<file path="src/hdl/sedt_pkg.sv">
// ----------------------------------------------------------------------------
// sedt_pkg
// Shared widths, register indexes, reset values and the gradient record
// passed from the window stage to the magnitude stage.
// ----------------------------------------------------------------------------
`timescale 1ns / 1ps

package sedt_pkg;

   localparam int PIX_W     = 8;
   localparam int CFG_W     = 12;
   localparam int THR_W     = 11;
   localparam int ROW_W     = 13;
   localparam int SUM_W     = 10;
   localparam int PROD_W    = 20;
   localparam int GRAD_W    = 11;
   localparam int SQ_W      = 20;
   localparam int MAG_W     = 21;
   localparam int LIM_W     = 24;
   localparam int CSR_IDX_W = 2;

   localparam logic [CSR_IDX_W-1:0] CSR_IMAGE_WIDTH    = 2'd0;
   localparam logic [CSR_IDX_W-1:0] CSR_IMAGE_HEIGHT   = 2'd1;
   localparam logic [CSR_IDX_W-1:0] CSR_EDGE_THRESHOLD = 2'd2;

   localparam logic [CFG_W-1:0] RST_WIDTH     = 12'd640;
   localparam logic [CFG_W-1:0] RST_HEIGHT    = 12'd480;
   localparam logic [THR_W-1:0] RST_THRESHOLD = 11'd100;

   // x / 3 == (x * 683) >> 11 for every x below 2048
   localparam logic [SUM_W-1:0] GREY_RECIP = 10'd683;
   localparam int               GREY_SHIFT = 11;

   typedef struct packed {
      logic signed [GRAD_W-1:0] gx;
      logic signed [GRAD_W-1:0] gy;
      logic [PIX_W-1:0]         centre;
      logic                     last;
   } grad_type;

endpackage

</file>
<file path="src/hdl/sedt_mag.sv">
// ----------------------------------------------------------------------------
// sedt_mag
// Squares the Sobel gradients, compares gx^2 + gy^2 against the squared
// limit and holds the result in the output register.
// ----------------------------------------------------------------------------
`timescale 1ns / 1ps

module sedt_mag (
   input  logic                          clock,
   input  logic                          reset,
   input  logic                          in_valid,
   input  sedt_pkg::grad_type            in_grad,
   input  logic [sedt_pkg::LIM_W-1:0]    lim_sq,
   output logic                          in_free,
   output logic                          rsp_valid,
   input  logic                          rsp_stall,
   output logic                          rsp_edge_res,
   output logic [sedt_pkg::PIX_W-1:0]    rsp_grey_level,
   output logic                          rsp_frame_end
);
   import sedt_pkg::*;

   logic                        a_v_ff, a_v_in;
   grad_type                    a_grad_ff;
   logic                        b_v_ff, b_v_in;
   logic [SQ_W-1:0]             b_gx_sq_ff, b_gy_sq_ff;
   logic [PIX_W-1:0]            b_centre_ff;
   logic                        b_last_ff;
   logic                        rsp_valid_ff, rsp_valid_in;
   logic                        rsp_edge_ff;
   logic [PIX_W-1:0]            rsp_grey_ff;
   logic                        rsp_end_ff;

   logic                        out_free, b_free, b_move, a_move;
   logic signed [2*GRAD_W-1:0]  gx_prod, gy_prod;
   logic [MAG_W-1:0]            mag2;
   logic                        is_edge;

   always_comb begin
      out_free     = !rsp_valid_ff || !rsp_stall;
      b_move       = b_v_ff && out_free;
      b_free       = !b_v_ff || out_free;
      a_move       = a_v_ff && b_free;
      in_free      = !a_v_ff || b_free;
      a_v_in       = in_valid || (a_v_ff && !a_move);
      b_v_in       = a_move || (b_v_ff && !out_free);
      rsp_valid_in = b_move || (rsp_valid_ff && rsp_stall);
   end

   assign gx_prod = a_grad_ff.gx * a_grad_ff.gx;
   assign gy_prod = a_grad_ff.gy * a_grad_ff.gy;
   assign mag2    = MAG_W'(b_gx_sq_ff) + MAG_W'(b_gy_sq_ff);
   assign is_edge = LIM_W'(mag2) >= lim_sq;

   always_ff @(posedge clock) begin
      if (reset) begin
         a_v_ff       <= 1'b0;
         b_v_ff       <= 1'b0;
         rsp_valid_ff <= 1'b0;
      end else begin
         a_v_ff       <= a_v_in;
         b_v_ff       <= b_v_in;
         rsp_valid_ff <= rsp_valid_in;
      end
   end

   always_ff @(posedge clock) begin
      if (in_valid) begin
         a_grad_ff <= in_grad;
      end
      if (a_move) begin
         b_gx_sq_ff  <= gx_prod[SQ_W-1:0];
         b_gy_sq_ff  <= gy_prod[SQ_W-1:0];
         b_centre_ff <= a_grad_ff.centre;
         b_last_ff   <= a_grad_ff.last;
      end
      if (b_move) begin
         rsp_edge_ff <= is_edge;
         rsp_grey_ff <= b_centre_ff;
         rsp_end_ff  <= b_last_ff;
      end
   end

   assign rsp_valid      = rsp_valid_ff;
   assign rsp_edge_res   = rsp_edge_ff;
   assign rsp_grey_level = rsp_grey_ff;
   assign rsp_frame_end  = rsp_end_ff;

endmodule

</file>
<file path="config.mk">
export PLATFORM = sky130hd
export DESIGN_NAME = sedt_mag
export DESIGN_NICKNAME = d
export VERILOG_FILES = /design/src/hdl/sedt_pkg.sv /design/src/hdl/sedt_mag.sv
export SDC_FILE = /design/constraint.sdc
export NUM_CORES = 1
export LEC_CHECK = 0
export ABC_AREA = 1
export BUFFER_PORTS_ARGS = -buffer_cell sky130_fd_sc_hd__buf_4
export CORE_ASPECT_RATIO = 2
export CORE_MARGIN = 1
export CORE_UTILIZATION = 25
export DETAILED_ROUTE_END_ITERATION = 12
export GPL_ROUTABILITY_DRIVEN = 0
export PLACE_DENSITY = 0.49
export SYNTH_ARGS = -nofsm -noshare
export SYNTH_HDL_FRONTEND = slang
export SYNTH_SLANG_ARGS = --single-unit
</file>
<file path="constraint.sdc">
create_clock -name clock -period 4.6 [get_ports clock]
set_input_delay 0.69 -clock clock [delete_from_list [all_inputs] [get_ports clock]]
set_output_delay 0.69 -clock clock [all_outputs]
set_load 0.005 [all_outputs]
</file>
# After elaboration in Yosys (flattened, before gate mapping)
# Index checks and enable logic that the tools add are counted.
# W data, S select, Z words.
[op_classes]
addsub = 1
n_lt_le_gt_ge = 1
mul = 2
n_reduce_logical = 17
[ops]
columns = ["operator", "n"]
rows = [
  ["$mul A11 B11 Y20", 2],
  ["$ge A21 B24 Y1", 1],
  ["$add A20 B20 Y21", 1],
  ["$logic_not A1 Y1", 6],
  ["$logic_or A1 B1 Y1", 6],
  ["$logic_and A1 B1 Y1", 5],
]
[totals]
output_inout_bits = 12
regBits = 93
wordCells = 35
inputBits = 59

# Longest topological paths before layout
# Gate-level depths: netlist of the first run.
[logic_depth]
depth_word = 7
ltp_mapped = 23
depth_no_buf = 23

# Worst setup path before layout of the first run
# OpenSTA, ideal clock, no wires.
[synth_timing]
kind = "flip-flop to flip-flop"
startpoint = "register a_grad_ff[11] (netlist name)"
endpoint = "register b_gy_sq_ff[19] (data pin)"
stages_incl_launch_ff = 21
arrival_ns = 4.686
required_time_ns = 4.348
setup_time_ns = 0.252
n_path_buf = 1
setup_slack_ns = -0.338
cell_sequence = "edfxtp_1 clkbuf_1 nand2_1 inv_1 fa_1 inv_1 fa_1 inv_1 fa_1 fa_1 inv_1 fa_1 inv_1 ha_1 nand2_1 nor4_1 nand2_1 nand2_1 inv_1 nand2_1 nand2_1"
[synth_between]
elab_chain_cells = 1
[synth_rtl]
columns = ["element", "line", "rtl"]
rows = [
  ["start, declared", "sedt_mag.sv:24", "grad_type a_grad_ff;"],
  ["start signal, assigned", "sedt_mag.sv:69", "a_grad_ff <= in_grad;"],
  ["$mul A11 B11 Y20", "sedt_mag.sv:51", "assign gy_prod = a_grad_ff.gy * a_grad_ff.gy;"],
  ["named net gy_prod[19]", "sedt_mag.sv:35", "logic signed [2*GRAD_W-1:0] gx_prod, gy_prod;"],
  ["end signal, assigned", "sedt_mag.sv:73", "b_gy_sq_ff <= gy_prod[SQ_W-1:0];"],
  ["end, declared", "sedt_mag.sv:26", "logic [SQ_W-1:0] b_gx_sq_ff, b_gy_sq_ff;"],
]
# The timed path passes the listed nets, and every way through them passes these cells.
# A chain may end at the register's enable or synchronous reset.

# Worst setup path in the final report of the first run
[layout_timing]
startpoint = "register a_grad_ff[19] (netlist name)"
endpoint = "register b_gy_sq_ff[19] (data pin)"
# The elaborated chain is that of the path after synthesis.

==> impl_metrics.yaml, run 1 <==
status:
  status: "finished, violations left"
  violations: "setup timing"
drt:
  via_per_inst: 4.19
  drcViolationCount: 0
  routed_wl_mm: 31.5
  ant_nets: 0
  drt-pass1-iter-count: 4
  vias: 9804
  wl_per_cell_um: 13.4
  drt_iter0_drc: 324
sta:
  setup_viol_count_final: 15
  layout_min_cycle_time_ps: 4750
  relSlewSlack: 0.365
  finalSetupTns_ps: -1060
  report.final.slew_viol_count: 0
  rsz0062_at_grt: "true"
  finalHoldWorstSlack_ps: 422
  finClkSkew_ps: 17.7
  final_hold_viol_count: 0
  fin_crit_sh: 1.03
  worstMarginPinSlew_ps: 952
  final.setup.worst_slack_ps: -149
  max_freq_ghz: 0.211
clock_network:
  clock-root-buffer: "clkbuf_16"
  cts_buffers: 9
  holdBufCountCts: 0
  cts.path.max_buffers: 2
  tritoncts: "done"
  cts.clk_slew.worst_paths_ps: 90
  clock_latency_ps: 390
  cts_sinks: 91
  htree_num_levels: 3
final_layout:
  diodes: 0
  final_area_sq_um: 16700
  layout.nets: 2061
  multi_input_area_sq_um: 9130
  seq_area_sq_um: 2700
  area_growth_pct: 33.7
  drive_above_1_share: 0.314
  nFillCells: 5091
global_route:
  grtUsageMet2: 0.272
  grt_max_degree: 48
  antenna_found_initial: 0
  grt_pass1_wl_mm: 51.7
  gr-total-overflow: 0
  grt.busiest_layer: "met2"
  grt_usage: 0.130
  grtUsageMet1: 0.115
  grt_pass1_vias: 11000
  grtUsageMet3: 0.0147
floorplanning:
  die_x_um: 160
  initial_core_util: 0.254
  die_area_sq_um: 50900
  num_rows: 115
  io_pins: 71
  die_h_um: 318
  design.core.area_sq_um: 49200
worst_setup_path:
  rrSetupSlack_ps: -150
  cp_max_fo: 4
  crit_type: "reg -> reg"
  reg2regPathDepth: 21
  crit_required_ps: 4740
  worstSetupEndpointType: "register"
  cp.arrival_ps: 4890
  crit_path_start_kind: "register"
  r2r_end: "b_gy_sq_ff[19]$_DFFE_PP_"
  timing.rr.start: "a_grad_ff[19]$_DFFE_PP_"
yosys:
  synth-compound-area-share: 0.0520
  synth_edf_count: 88
  syn-num-nets: 1806
  synthAdderAreaFrac: 0.424
  ys_seq_elements: 91
  yosys.area.top_type: "fa_1"
  synth_mux_area_frac: 0
  ys_seq_area_frac: 0.216
  syn_inst: 1438
  yosys.area_share.simple: 0.137
  synthTopCellsByArea: "fa_1 (30%), edfxtp_1 (21%), inv_1 (13%), ha_1 (12%), nand2_1 (8.5%)"
  synth_top_area_share: 0.304
  synth.yosys.warnings: 0
  synth_area_sq_um: 12500
  synth_top_family_by_area: "adder cells"
  post_synth_xor_area_fraction: 0.0357
  ys_async_sr_fraction: 0
  syn_area_per_cell_sq_um: 8.69
  synth.distinct_cells: 35
  synth-main-ff-cell: "edfxtp_1"
flow_run:
  max-cap-violations: 0
worst_hold_path:
  hp-start: "b_centre_ff[1]$_DFFE_PP_"
  min_path_type: "reg -> reg"
  min_to: "rsp_grey_level[1]$_DFFE_PP_"
  hold_depth: 0
placement:
  postPlaceCellArea_sq_um: 14900
  portBuffers: 70
  dpl.hpwl_mm: 26.4
  dpl_worst_slack_ps: -364
state kept, by name, summed over array words and instances (netlist names), 8 cells and up:
| name | flops |
|---|---|
| a_grad_ff | 31 |
| b_gy_sq_ff | 19 |
| b_centre_ff | 8 |
| rsp_grey_level | 8 |
| b_gx_sq_ff | 19 |
cells in the mapped netlist (2+ instances only):
cell	number
a21boi_0	2
a21o_1	5
a21o_2	2
a21oi_1	66
a21oi_2	4
clkbuf_1	25
dfxtp_1	3
edfxtp_1	88
fa_1	190
ha_1	119
inv_1	425
nand2_1	282
nand2_2	3
nand3_1	42
nand3b_1	3
nand4_1	10
nor2_1	69
nor3_1	2
nor4_1	3
o21a_1	2
o21ai_0	24
o21bai_1	3
or2_2	5
xnor2_1	15
xor2_1	36
routing by layer:
metal  part of all wire  wire, um
met2               0.60     18900
met4              0.054      1710
met3              0.023       726
met5                  0         0
met1               0.32     10200
critical path, stage by stage (launching register included):
cell and delay, ps:
edfxtp_1 450, buf_6 160, nand2_2 60, inv_2 50
fa_2 520, buf_6 150, buf_6 100, fa_1 520
fa_2 460, fa_1 480, inv_1 50, fa_1 510
inv_2 50, ha_4 300, nand2_2 70, buf_4 150
nor2_2 140, a21oi_2 70, nand2_2 80, inv_1 40
nand2_1 50, nand2_1 40
per-stage QoR:
step | util | cells
after global placement | 0.304 | 2274
final | 0.340 | 2341
after CTS | 0.331 | 2325
after floorplan | - | 1438
after detailed placement | 0.304 | 2274
after global routing | 0.340 | 2341
cell usage in the layout (no fill, tap or decap), types with 14 or more instances in the layout:
master	count
a21oi_1	39
a21oi_2	22
buf_4	232
buf_6	36
edfxtp_1	88
fa_1	164
fa_2	26
ha_1	94
ha_4	24
inv_1	371
inv_2	53
nand2_1	226
nand2_2	44
nand2_4	15
nand3_1	39
nor2_1	52
o21ai_0	14
xnor2_1	14
xor2_1	31
what timing repair did:
item,4_1_cts,5_1_grt
pin swaps,134,86
setup buffers,35,17
resized for setup,202,102
endpoints found under the setup margin,21,21
cells by family after synthesis:
family,count (synthesis)
AND/OR/NAND/NOR,421
XOR/XNOR,51
AO/OA/AOI/OAI,115
adder cells (fa/ha/maj),309
flip-flops,91
buffers and inverters,451
worst max path at each step:
| stage | to | cells after the start | start |
|---|---|---|---|
| final | b_gy_sq_ff[19]$_DFFE_PP_ | 21 | a_grad_ff[19]$_DFFE_PP_ |
| after global routing | b_gx_sq_ff[19]$_DFFE_PP_ | 20 | a_grad_ff[30]$_DFFE_PP_ |
| after CTS | b_gy_sq_ff[19]$_DFFE_PP_ | 20 | a_grad_ff[19]$_DFFE_PP_ |
| after detailed placement | b_gy_sq_ff[17]$_DFFE_PP_ | 18 | a_grad_ff[19]$_DFFE_PP_ |
| after global placement | b_gy_sq_ff[17]$_DFFE_PP_ | 19 | a_grad_ff[19]$_DFFE_PP_ |
| after floorplan | b_gy_sq_ff[19]$_DFFE_PP_ | 20 | a_grad_ff[19]$_DFFE_PP_ |
final cells by class:
class                           instances  share of cell area
Tap cell                              643              0.0481
Multi-Input combinational cell        896               0.547
Timing Repair Buffer                  269               0.129
Clock buffer                            9              0.0135
Sequential cell                        91               0.162
Clock inverter                          7             0.00442
Inverter                              426              0.0963
Power of run 1 is not shown: default switching activity piles up to over one toggle a cycle in this logic, so the estimate is an artifact.
==> run 2: changes to the inputs <==
- ABC_AREA: 1 -> unset
==> impl_metrics.yaml, run 2 <==
worst_setup_path:
  cp_top_family: "adder cells"
  crit_type: "reg -> reg"
  crit_buf_inv: 5
  cp.arrival_ps: 5140
  crit_required_ps: 4730
  critical_path.max_stage_delay_ps: 490
  worstSetupEndpointType: "register"
  path_depth: 19
  crit_chain: "buf_4 > and2_4 > inv_2 > fa_1 > inv_1 > fa_1 > fa_1 > fa_1 > inv_1 > fa_1 > inv_2 > ha_4 > and3_4 > and3_4 > a211o_1 > o21ba_4 > a21o_1 > a21oi_2 > xnor2_1"
  cp_max_fo: 6
  critPathSlowestCell: "fa_1"
  cpMostUsedCell: "fa_1"
  reg2regPathDepth: 19
  crit_path_start_kind: "register"
yosys:
  synth_top_cells_by_count: "inv_1 (310), fa_1 (190), ha_1 (119), edfxtp_1 (88), nand2_1 (59)"
  ys_seq_elements: 91
  synthTopCellsByArea: "fa_1 (32%), edfxtp_1 (23%), ha_1 (13%), inv_1 (9.9%), xnor2_1 (4.1%)"
  syn-num-nets: 1499
  ys_async_sr_fraction: 0
  synth_area_sq_um: 11700
  syn_area_per_cell_sq_um: 10.4
  synth_edf_count: 88
  synth.yosys.warnings: 0
  yosys.area.top_type: "fa_1"
  synth.distinct_cells: 49
  yosysMostFrequentCell: "inv_1"
  syn_inst: 1131
  synth_top_area_share: 0.325
  ys_seq_area_frac: 0.231
  synth-main-ff-cell: "edfxtp_1"
drt:
  drt-pass1-iter-count: 4
  drcViolationCount: 0
  routed_wl_mm: 27.6
  drt_iter0_drc: 219
  vias: 8219
  via_per_inst: 4.07
  wl_per_cell_um: 13.7
  ant_nets: 0
sta:
  max_freq_ghz: 0.200
  final.setup.worst_slack_ps: -411
  layout_min_cycle_time_ps: 5010
  setup_viol_count_final: 14
  worstMarginPinSlew_ps: 998
  finClkSkew_ps: 12.1
  final_hold_viol_count: 0
  report.final.slew_viol_count: 0
  fin_crit_sh: 1.09
  finalHoldWorstSlack_ps: 420
  relSlewSlack: 0.333
  rsz0062_at_grt: "true"
final_layout:
  largest_reg_flops: 31
  stdcell_count: 2017
  reg_top3: "a_grad_ff (31), b_gx_sq_ff (19), b_gy_sq_ff (19)"
  area_growth_pct: 32.9
  nFillCells: 4676
  fin_util: 0.339
  final_common_cell: "inv_1"
  diodes: 0
  final_cell_mix: "inv_1 (271), buf_4 (245), fa_1 (169)"
  regMostFlops: "a_grad_ff"
  layout.nets: 1759
  drive_above_1_share: 0.330
floorplanning:
  die_h_um: 308
  die_x_um: 155
  num_rows: 111
  initial_core_util: 0.255
  io_pins: 71
  design.core.area_sq_um: 46000
  die_area_sq_um: 47800
global_route:
  grtUsageMet2: 0.268
  grtUsageMet1: 0.110
  antenna_found_initial: 0
  grt_usage: 0.125
  grt.busiest_layer: "met2"
  grt_pass1_vias: 9475
  gr-total-overflow: 0
  grt_pass1_wl_mm: 45.1
  grtUsageMet3: 0.0129
  grt_max_degree: 36
worst_hold_path:
  hold_depth: 0
  min_path_type: "reg -> reg"
flow_run:
  max-cap-violations: 0
clock_network:
  holdBufCountCts: 0
  htree_num_levels: 3
  cts_buffers: 9
  cts.path.max_buffers: 2
  tritoncts: "done"
  cts.clk_slew.worst_paths_ps: 80
  clock-root-buffer: "clkbuf_16"
  cts_sinks: 91
  clock_latency_ps: 380
placement:
  dp_cells: 1975
  dpl_worst_slack_ps: -427
  portBuffers: 70
  dpl.hpwl_mm: 23.9
status:
  status: "finished, violations left"
  violations: "setup timing"
[run 2: per-stage QoR]
stage	setup TNS, ps	area [sq um]
after CTS	-2540	15300
after global routing	-5570	15600
final	-2480	15600
after floorplan	-534	12100
after global placement	-2760	14600
after detailed placement	-3230	14600
[run 2: metal layers]
layer | vias up | wire (um)
met2 | 89 | 17200
met5 | - | 0
met4 | 0 | 1040
met3 | 45 | 426
met1 | 4092 | 8960
li1 | 3993 | -
[run 2: timing repair]
action / 4_1_cts / 5_1_grt
setup buffers: 23 / 13
gates resized for setup: 89 / 59
endpoints found under the setup margin: 19 / 21
gates cloned: 0 / 0
pin swaps: 76 / 69
[run 2: path summary, 6_finish.rpt]
check	start	end	slack (ps)
hold / removal	b_centre_ff[1]$_DFFE_PP_	rsp_grey_level[1]$_DFFE_PP_	420
setup reg to reg	a_grad_ff[29]$_DFFE_PP_	b_gx_sq_ff[19]$_DFFE_PP_	-410
hold reg to reg	b_centre_ff[1]$_DFFE_PP_	rsp_grey_level[1]$_DFFE_PP_	420
setup / recovery	a_grad_ff[29]$_DFFE_PP_	b_gx_sq_ff[19]$_DFFE_PP_	-410
[run 2: cell families (layout without fill, tap and decap cells)]
group,after synthesis,in the layout,share of synthesized area
XOR/XNOR,69,69,0.0516
AO/OA/AOI/OAI,113,113,0.0649
adder cells (fa/ha/maj),309,309,0.452
AND/OR/NAND/NOR,214,214,0.0929
flip-flops,91,91,0.231
buffers and inverters,333,598,0.107
multiplexers,2,2,0.00171
[run 2: area by class of cell]
class / count / area [sq um] / area share
clock buffer: 9 / 225 / 0.0145
clock inverter: 7 / 70.1 / 0.00450
tap: 621 / 777 / 0.0499
inverter: 310 / 1180 / 0.0757
timing repair buffer: 272 / 2160 / 0.139
multi-input combinational: 707 / 8460 / 0.543
sequential: 91 / 2700 / 0.174
Power of run 2 is left out for the same reason.
